### src/hdl/tws_pkg.sv
`timescale 1ns / 1ps
`default_nettype none

package tws_pkg;

	localparam int POS_W     = 32;
	localparam int FRAC_W    = 16;
	localparam int COL_W     = 10;
	localparam int DIST_W    = 16;
	localparam int TEX_H_W   = 11;
	localparam int PIX_ROW_W = 9;
	localparam int TEXEL_W   = 10;
	localparam int CNT_W     = $clog2(POS_W);

	typedef enum logic {
		OP_START = 1'b0,
		OP_TICK  = 1'b1
	} op_t;

	typedef enum logic {
		UOP_DIV = 1'b0,
		UOP_MUL = 1'b1
	} unit_op_t;

	typedef struct packed {
		logic             start;
		unit_op_t         op;
		logic [CNT_W-1:0] top_bit;
	} unit_cmd_t;

	typedef enum logic [2:0] {
		ST_IDLE,
		ST_HDIV,
		ST_SETUP,
		ST_SDIV,
		ST_PMUL,
		ST_MOD,
		ST_OUT
	} state_t;

endpackage

`default_nettype wire

### src/hdl/tws_unit.sv
`timescale 1ns / 1ps
`default_nettype none

module tws_unit
	import tws_pkg::*;
(
	input  wire logic             clk,
	input  wire logic             arst_n,
	input  wire unit_cmd_t        cmd,
	input  wire logic [POS_W-1:0] oper_a,
	input  wire logic [POS_W-1:0] oper_b,
	output logic                  done,
	output logic [POS_W-1:0]      quotient,
	output logic [POS_W-1:0]      acc
);

	unit_op_t         op_q;
	logic [POS_W-1:0] a_q;
	logic [POS_W-1:0] b_q;
	logic [POS_W-1:0] acc_q;
	logic [POS_W-1:0] quo_q;
	logic [CNT_W-1:0] cnt_q;
	logic             busy_q;
	logic             done_q;

	logic             is_div;
	logic             bit_in;
	logic [POS_W+1:0] x;
	logic [POS_W+1:0] y;
	logic [POS_W+1:0] sum;
	logic             qbit;
	logic [POS_W-1:0] acc_nx;

	// one shared adder: restoring divide step or shift-add multiply step
	always_comb begin
		is_div = (op_q == UOP_DIV);
		bit_in = a_q[cnt_q];
		if (is_div) begin
			x = {1'b0, acc_q, bit_in};
			y = ~{2'b0, b_q};
		end else begin
			x = {1'b0, acc_q, 1'b0};
			y = bit_in ? {2'b0, b_q} : '0;
		end
		sum  = x + y + {{(POS_W+1){1'b0}}, is_div};
		qbit = is_div & ~sum[POS_W+1];
		if (is_div && !qbit)
			acc_nx = x[POS_W-1:0];
		else
			acc_nx = sum[POS_W-1:0];
	end

	always_ff @(posedge clk or negedge arst_n) begin
		if (!arst_n) begin
			busy_q <= 1'b0;
			done_q <= 1'b0;
			cnt_q  <= '0;
		end else if (cmd.start) begin
			busy_q <= 1'b1;
			done_q <= 1'b0;
			cnt_q  <= cmd.top_bit;
		end else if (busy_q) begin
			if (cnt_q == '0) begin
				busy_q <= 1'b0;
				done_q <= 1'b1;
			end else begin
				cnt_q <= cnt_q - CNT_W'(1);
			end
		end else begin
			done_q <= 1'b0;
		end
	end

	always_ff @(posedge clk) begin
		if (cmd.start) begin
			op_q  <= cmd.op;
			a_q   <= oper_a;
			b_q   <= oper_b;
			acc_q <= '0;
			quo_q <= '0;
		end else if (busy_q) begin
			acc_q <= acc_nx;
			quo_q <= {quo_q[POS_W-2:0], qbit};
		end
	end

	assign done     = done_q;
	assign quotient = quo_q;
	assign acc      = acc_q;

endmodule

`default_nettype wire

### src/hdl/textured_wall_column_span.sv
// Raycaster wall column span generator.
// Input channel (in_valid / in_stall): operation 0 starts a column with
// column, distance (unsigned Q8.8), texture_column and texture_height;
// operation 1 is a tick that asks for the next pixel request of the span.
// Output channel (out_valid / out_stall): one pixel request per tick while
// the span has rows left; a tick past the end of the span gives nothing.
// Start: two divisions and one multiplication on one shared adder, one bit
// per cycle; a zero wall height ends the start after the first division.
// in_stall stays high until the start work is done.
// Tick: the texture row is the remainder of the 16-bit integer texture position
// over texture_height from the same unit, one bit a cycle; a tick that emits
// holds in_stall until its request is loaded; an empty tick does not.
// The output register parts the channels: a waiting request does not hold
// off the next input, only the next request when the register is still full.
// Reset clears the span (no rows active) and empties the output register.
`timescale 1ns / 1ps
`default_nettype none

module textured_wall_column_span
	import tws_pkg::*;
#(
	parameter int SCREEN_HEIGHT = 512
) (
	input  wire logic                 clk,
	input  wire logic                 arst_n,
	input  wire logic                 in_valid,
	output logic                      in_stall,
	input  wire logic                 operation,
	input  wire logic [COL_W-1:0]     column,
	input  wire logic [DIST_W-1:0]    distance,
	input  wire logic [COL_W-1:0]     texture_column,
	input  wire logic [TEX_H_W-1:0]   texture_height,
	output logic                      out_valid,
	input  wire logic                 out_stall,
	output logic [COL_W-1:0]          pixel_column,
	output logic [PIX_ROW_W-1:0]      pixel_row,
	output logic [COL_W-1:0]          texel_column,
	output logic [TEXEL_W-1:0]        texel_row,
	output logic                      last_pixel
);

	localparam int HALF    = SCREEN_HEIGHT / 2;
	localparam int H_MAX   = SCREEN_HEIGHT * 256;
	localparam int H_W     = $clog2(H_MAX + 1);
	localparam int ROW_W   = $clog2(SCREEN_HEIGHT);
	localparam int STEP_NB = TEX_H_W + FRAC_W;

	state_t state_q, state_nx;
	unit_cmd_t        cmd;
	logic [POS_W-1:0] oper_a, oper_b;
	logic             u_done;
	logic [POS_W-1:0] u_quo, u_acc;

	logic [ROW_W-1:0]   cur_row_q, end_row_q, row_q;
	logic [POS_W-1:0]   step_q, pos_q;
	logic [COL_W-1:0]   held_col_q, held_tcol_q;
	logic [TEX_H_W-1:0] held_th_q;
	logic [H_W-1:0]     h_q;
	logic [H_W-2:0]     offset_q;
	logic               last_q;
	logic [TEXEL_W-1:0] texel_q;

	logic               out_valid_q;
	logic [COL_W-1:0]   out_col_q, out_tcol_q;
	logic [ROW_W-1:0]   out_row_q;
	logic [TEXEL_W-1:0] out_texel_q;
	logic               out_last_q;

	logic               accept;
	logic               span_left;
	logic               out_load;
	logic [DIST_W-1:0]  dist_eff;
	logic [H_W-2:0]     half_h;
	logic [H_W-1:0]     end_sum;
	logic [ROW_W-1:0]   start_v, end_v;
	logic [H_W-2:0]     off_v;

	tws_unit u_unit (
		.clk      (clk),
		.arst_n   (arst_n),
		.cmd      (cmd),
		.oper_a   (oper_a),
		.oper_b   (oper_b),
		.done     (u_done),
		.quotient (u_quo),
		.acc      (u_acc)
	);

	assign accept    = in_valid && (state_q == ST_IDLE);
	assign span_left = (cur_row_q < end_row_q);
	assign out_load  = (state_q == ST_OUT) && (!out_valid_q || !out_stall);
	assign dist_eff  = (distance == '0) ? DIST_W'(1) : distance;

	// span bounds from the wall height
	always_comb begin
		half_h  = h_q[H_W-1:1];
		end_sum = H_W'(half_h) + H_W'(HALF);
		if (half_h >= (H_W-1)'(HALF)) begin
			start_v = '0;
			off_v   = half_h - (H_W-1)'(HALF);
		end else begin
			start_v = ROW_W'((H_W-1)'(HALF) - half_h);
			off_v   = '0;
		end
		if (end_sum >= H_W'(SCREEN_HEIGHT))
			end_v = ROW_W'(SCREEN_HEIGHT - 1);
		else
			end_v = ROW_W'(end_sum);
	end

	always_ff @(posedge clk or negedge arst_n) begin
		if (!arst_n)
			state_q <= ST_IDLE;
		else
			state_q <= state_nx;
	end

	always_comb begin
		state_nx    = state_q;
		cmd.start   = 1'b0;
		cmd.op      = UOP_DIV;
		cmd.top_bit = '0;
		oper_a      = '0;
		oper_b      = '0;
		unique case (state_q)
			ST_IDLE: begin
				if (in_valid) begin
					if (operation == OP_START) begin
						cmd.start   = 1'b1;
						cmd.top_bit = CNT_W'(H_W - 1);
						oper_a      = POS_W'(H_MAX);
						oper_b      = POS_W'(dist_eff);
						state_nx    = ST_HDIV;
					end else if (span_left) begin
						cmd.start   = 1'b1;
						cmd.top_bit = CNT_W'(FRAC_W - 1);
						oper_a      = POS_W'(pos_q[POS_W-1:FRAC_W]);
						oper_b      = POS_W'(held_th_q);
						state_nx    = ST_MOD;
					end
				end
			end
			ST_HDIV: begin
				if (u_done)
					state_nx = ST_SETUP;
			end
			ST_SETUP: begin
				if (h_q != '0) begin
					cmd.start   = 1'b1;
					cmd.top_bit = CNT_W'(STEP_NB - 1);
					oper_a      = POS_W'({held_th_q, {FRAC_W{1'b0}}});
					oper_b      = POS_W'(h_q);
					state_nx    = ST_SDIV;
				end else begin
					state_nx = ST_IDLE;
				end
			end
			ST_SDIV: begin
				if (u_done) begin
					cmd.start   = 1'b1;
					cmd.op      = UOP_MUL;
					cmd.top_bit = CNT_W'(H_W - 2);
					oper_a      = POS_W'(offset_q);
					oper_b      = u_quo;
					state_nx    = ST_PMUL;
				end
			end
			ST_PMUL: begin
				if (u_done)
					state_nx = ST_IDLE;
			end
			ST_MOD: begin
				if (u_done)
					state_nx = ST_OUT;
			end
			ST_OUT: begin
				if (!out_valid_q || !out_stall)
					state_nx = ST_IDLE;
			end
			default: state_nx = ST_IDLE;
		endcase
	end

	always_ff @(posedge clk or negedge arst_n) begin
		if (!arst_n) begin
			cur_row_q <= '0;
			end_row_q <= '0;
		end else if (state_q == ST_SETUP) begin
			cur_row_q <= start_v;
			end_row_q <= end_v;
		end else if (accept && operation == OP_TICK && span_left) begin
			cur_row_q <= cur_row_q + ROW_W'(1);
		end
	end

	always_ff @(posedge clk) begin
		if (accept && operation == OP_START) begin
			held_col_q  <= column;
			held_tcol_q <= texture_column;
			held_th_q   <= texture_height;
		end
		if (accept && operation == OP_TICK && span_left) begin
			row_q  <= cur_row_q;
			last_q <= ((cur_row_q + ROW_W'(1)) == end_row_q);
			pos_q  <= pos_q + step_q;
		end
		if (state_q == ST_HDIV && u_done)
			h_q <= u_quo[H_W-1:0];
		if (state_q == ST_SETUP) begin
			offset_q <= off_v;
			if (h_q == '0) begin
				step_q <= '0;
				pos_q  <= '0;
			end
		end
		if (state_q == ST_SDIV && u_done)
			step_q <= u_quo;
		if (state_q == ST_PMUL && u_done)
			pos_q <= u_acc;
		if (state_q == ST_MOD && u_done)
			texel_q <= (held_th_q == '0) ? '0 : TEXEL_W'(u_acc);
	end

	always_ff @(posedge clk or negedge arst_n) begin
		if (!arst_n)
			out_valid_q <= 1'b0;
		else if (out_load)
			out_valid_q <= 1'b1;
		else if (!out_stall)
			out_valid_q <= 1'b0;
	end

	always_ff @(posedge clk) begin
		if (out_load) begin
			out_col_q   <= held_col_q;
			out_tcol_q  <= held_tcol_q;
			out_row_q   <= row_q;
			out_texel_q <= texel_q;
			out_last_q  <= last_q;
		end
	end

	assign in_stall     = (state_q != ST_IDLE);
	assign out_valid    = out_valid_q;
	assign pixel_column = out_col_q;
	assign pixel_row    = PIX_ROW_W'(out_row_q);
	assign texel_column = out_tcol_q;
	assign texel_row    = out_texel_q;
	assign last_pixel   = out_last_q;

endmodule

`default_nettype wire

### config.mk
export PLATFORM = sky130hd
export DESIGN_NAME = textured_wall_column_span
export DESIGN_NICKNAME = d
export VERILOG_FILES = /design/src/hdl/tws_pkg.sv /design/src/hdl/tws_unit.sv /design/src/hdl/textured_wall_column_span.sv
export SDC_FILE = /design/constraint.sdc
export NUM_CORES = 1
export LEC_CHECK = 0
export ABC_CLOCK_PERIOD_IN_PS = 6040
export BUFFER_PORTS_ARGS = -buffer_cell sky130_fd_sc_hd__buf_2
export CAP_MARGIN = 30
export CORE_MARGIN = 1
export CORE_UTILIZATION = 60
export CTS_CLUSTER_DIAMETER = 60
export CTS_CLUSTER_SIZE = 10
export DETAILED_ROUTE_END_ITERATION = 6
export GPL_ROUTABILITY_DRIVEN = 0
export PLACE_DENSITY_LB_ADDON = 0.2
export SLEW_MARGIN = 10
export SYNTH_ARGS = -nofsm -noshare
export SYNTH_HDL_FRONTEND = slang
export SYNTH_SLANG_ARGS = --single-unit
### constraint.sdc
create_clock -name clk -period 6.04 [get_ports clk]
set_input_delay 1.51 -clock clk [delete_from_list [all_inputs] [get_ports clk]]
set_output_delay 1.51 -clock clk [all_outputs]
set_load 0.02 [all_outputs]
==> results.md <==
* Hold depth at 0
* Cell taking the most area after synthesis: edfxtp_1
* Final count of hold timing violations at 0
* Clk root buf: clkbuf_16
* Max rail drop VDD at about 320 µV
* Total grt overflow at 0
* WS Path Type: register to register
* CTS H-Tree Depth at 2
* Synth warn at 0
* Dpl hpwl at 30,300 µm
* Tot Pwr at 0.0111 W
* Final instance area at 19,700 µm²
* Post-Synth Simple-Gate Area at 14.0%
* Largest net degree at the start of global routing at slightly above 80
* Min Tclk post-route at 5.49 ns
* Worst Min Path Start: held_col_q[6]$_DFFE_PP_
* Layout cells sized above 1 at 11.1%
* TNS Setup at 0 ns
* Core outline area at 28,800 µm²
* Outcome: finished, final reports clean
* Max Cap Violations at 0
* Setup crit start kind: register
* Die Ht at 173 µm
* Full die area at about 30,000 µm²
* Max-slew violation count at 0
* CP startpoint: u_unit.cnt_q[0]$_DFFE_PN0P_
* Main synth FF type: edfxtp_1
* I/O pin count at 94
* PortBufs at 93
* Fin util at 68.4%
* Sequential area share after synthesis at a little over half
* CTS Hold Buffers Added at 0
* Worst reg-to-reg path cell count at 18
* Worst path slowest cell: dfrtp_1
* Power per cell area at ~560 nW/µm²
* Complex-gate fraction of the synthesized area at 16.1%
* Met3 usage at 5.13%
* EDFF count, synth at 218
* Clk slew on worst S/H paths at 0.06 ns
* Critical-path maximum fanout at 27
* Worst r2r dst: u_unit.acc[30]$_SDFFE_PP0P_
* Area growth from synthesis to layout at 11.9%
* Clock Skew at 0.0227 ns
* Number of nets in the layout at ~1,900
* Crit share post-route at approximately 90%
* Total track usage at 28.4%
* Largest stage delay on the critical path at 0.65 ns
* XOR/XNOR Fraction of Synth Area at under 10%
* Post-Syn Instances at 1,647
* CTS tree: yes
* Max Clk Rate at ~180 MHz
* Crit. End Element: register
* Most used cell, CP: nor2_1
* Fin cells at ~2,100
* Post-DP Area at 18,400 µm²
* Detailed-route via count at 13,100
* Met1 Track Usage GR at 40.2%
* Cell Count Post-Placement at 2,055
* Worst Hold Path EP: pixel_column[6]$_DFFE_PP_
* Slew margin rel. at 36.5%
* Arr. time, crit path at approximately 5.9 ns
* Initial antenna violation count at 0
* Register bit total from synthesis at between 300 and 400
* Multiplexer share of the synthesized area at 4.71%
* Die width at 173 µm
* Leakage at 7.94 nW
* Routed Wire Length at between 40,000 and 50,000 µm
* Synth async-reset ratio at 8.45%
* Type of the worst min-delay path: register to register
* Drt via density at 6.14
* CP required at about 6.5 ns
* Top-area cell type share of the netlist area at 37.2%
* Drt wl/cell at 19.9 µm
* Post-Syn Area at 17,600 µm²
* RSZ-0062 raised after global routing: false
* Total CTS buffers at 43
* Synth area leaders: edfxtp_1, dfxtp_1, ha_1
* Worst-skew pair later-pin latency at between 0.5 and 0.6 ns
* Syn_area_per_cell at roughly 11 µm²
* Netlist cell types at 78
* Critical path, cell by cell: mux4_2 -> mux4_2 -> nor2_1 -> a31oi_2 -> buf_4 -> and2_1 -> fa_1 -> inv_1 -> fa_1 -> nor2b_4 -> o31a_1 -> o41a_1 -> o31a_4 -> o41ai_4 -> nor2_1 -> or3_1 -> a31oi_1 -> nor2_1
* Initial Util at 61.1%
* R2R Setup Slk at 0.55 ns
* Syn Nets at 1,782
* First-pass GRT wire length at ~67,000 µm
* Post-CTS Setup Bufs at 0
* N_diodes at 0
* Gates resized, CTS repair at 0
* Row cnt at 62
* CTS Buffer Depth at 3
* R2r startpoint: u_unit.cnt_q[0]$_DFFE_PN0P_
* Sink Count at 343
* Post-synthesis adder-cell area fraction at 6.03%
* Starting DRT DRC Count at 1,302
* Largest family of logic cells by synthesized area: compound AO/OA/AOI/OAI gates
* Gr busiest metal: met2
* # setup viols final at 0
* Residual DRC at 0
* Routed Antenna Nets at 0
* Pre-antenna DRT Iters at 6
* Worst-Margin Slew at ~0.95 ns
* Met2 Track Usage GR at 44.4%
* Vias in the first global route at approximately 12,000
## critical path, delay by kind of cell (launching register included)
kind            cells  cell delay (ns)
compound gates      6             1.71
fa+ha+maj           2             0.67
buf+inv             2             0.37
flops               1             0.65
mux                 2             1.04
simple gates        6             0.92
## per-layer routing
layer	wire length (µm)	share of wire [%]
met3	3530	8.3
met5	0	0
met2	19100	45
met1	18700	44
met4	1200	2.8
## layout by cell type, fill, tap and decap left out, types with 16 or more instances in the layout
cell / n
edfxtp_1: 218
o21ai_0: 142
nor2_1: 133
a21oi_1: 117
nand2_1: 111
dfxtp_1: 96
buf_2: 93
ha_1: 80
mux2i_1: 67
and2_1: 64
nand3_1: 61
xnor2_1: 49
clkbuf_16: 44
inv_1: 35
xor2_1: 35
a21o_1: 32
dfrtp_1: 28
clkbuf_1: 27
and3_1: 22
nor3_1: 18
a22o_1: 18
buf_4: 16
## cell usage after synthesis, types with 8 or more instances
master    number
a211oi_1      15
a21o_1        32
a21oi_1      118
a221oi_1      14
a22o_1        18
a31oi_1       16
and2_1        64
and3_1        22
buf_2         13
clkbuf_1      67
dfrtp_1       29
dfxtp_1       96
edfxtp_1     218
ha_1          80
inv_1         35
mux2i_1       67
nand2_1      111
nand2b_1      11
nand3_1       61
nand3b_1       8
nand4_1       10
nor2_1       135
nor2b_1       15
nor3_1        18
nor4_1        11
o211ai_1      10
o21a_1         8
o21ai_0      143
o21bai_1      11
xnor2_1       49
xor2_1        35
## power breakdown
group	internal [W]	switching (W)	total (W)
Sequential	0.00318	0.000593	0.00378
Clock	0.00141	0.000946	0.00235
Combinational	0.00206	0.00290	0.00497
## worst max path at each step
stage | depth (start not counted) | endpoint
5_1_grt | 18 | u_unit.acc[22]$_SDFFE_PP0P_
3_3_place_gp | 18 | u_unit.acc[30]$_SDFFE_PP0P_
4_1_cts | 18 | u_unit.acc[30]$_SDFFE_PP0P_
6_report | 18 | u_unit.acc[30]$_SDFFE_PP0P_
2_1_floorplan | 20 | u_unit.acc[30]$_SDFFE_PP0P_
3_5_place_dp | 18 | u_unit.acc[30]$_SDFFE_PP0P_
## logic make-up (layout without fill, tap and decap cells)
kind of cell,after synthesis,count (layout)
compound gates,446,446
xor+xnor,84,84
fa+ha+maj,83,83
buf+inv,123,226
flops,343,343
mux,74,74
simple gates,494,494
## through the flow
stage	worst slack, ns	hold WS [ns]
final	0.548	0.414
after global routing	0.253	0.417
after CTS	0.583	0.416
after detailed placement	0.618	0.405
after global placement	0.681	0.400
after floorplan	1.15	0.400
## final cells by class
cell class	count	area, µm²
Sequential cell	343	9200
Clock inverter	8	100
Multi-Input combinational cell	1181	7950
Inverter	37	141
Timing Repair Buffer	110	606
Fill cell	2136	9100
Tap cell	384	480
Clock buffer	71	1200
## flip-flops by register name (all words and copies together) (netlist names), 3 cells and up
name             cells
state_q              3
texel_q             10
held_tcol_q         10
u_unit.a_q          27
held_col_q          10
cur_row_q            9
step_q              32
h_q                 18
u_unit.quotient     32
u_unit.b_q          32
pixel_row            9
held_th_q           11
texel_column        10
u_unit.acc          32
offset_q            17
u_unit.cnt_q         5
pixel_column        10
pos_q               32
end_row_q            9
row_q                9
texel_row           10
No activity file was read; power rests on OpenSTA's default activity.
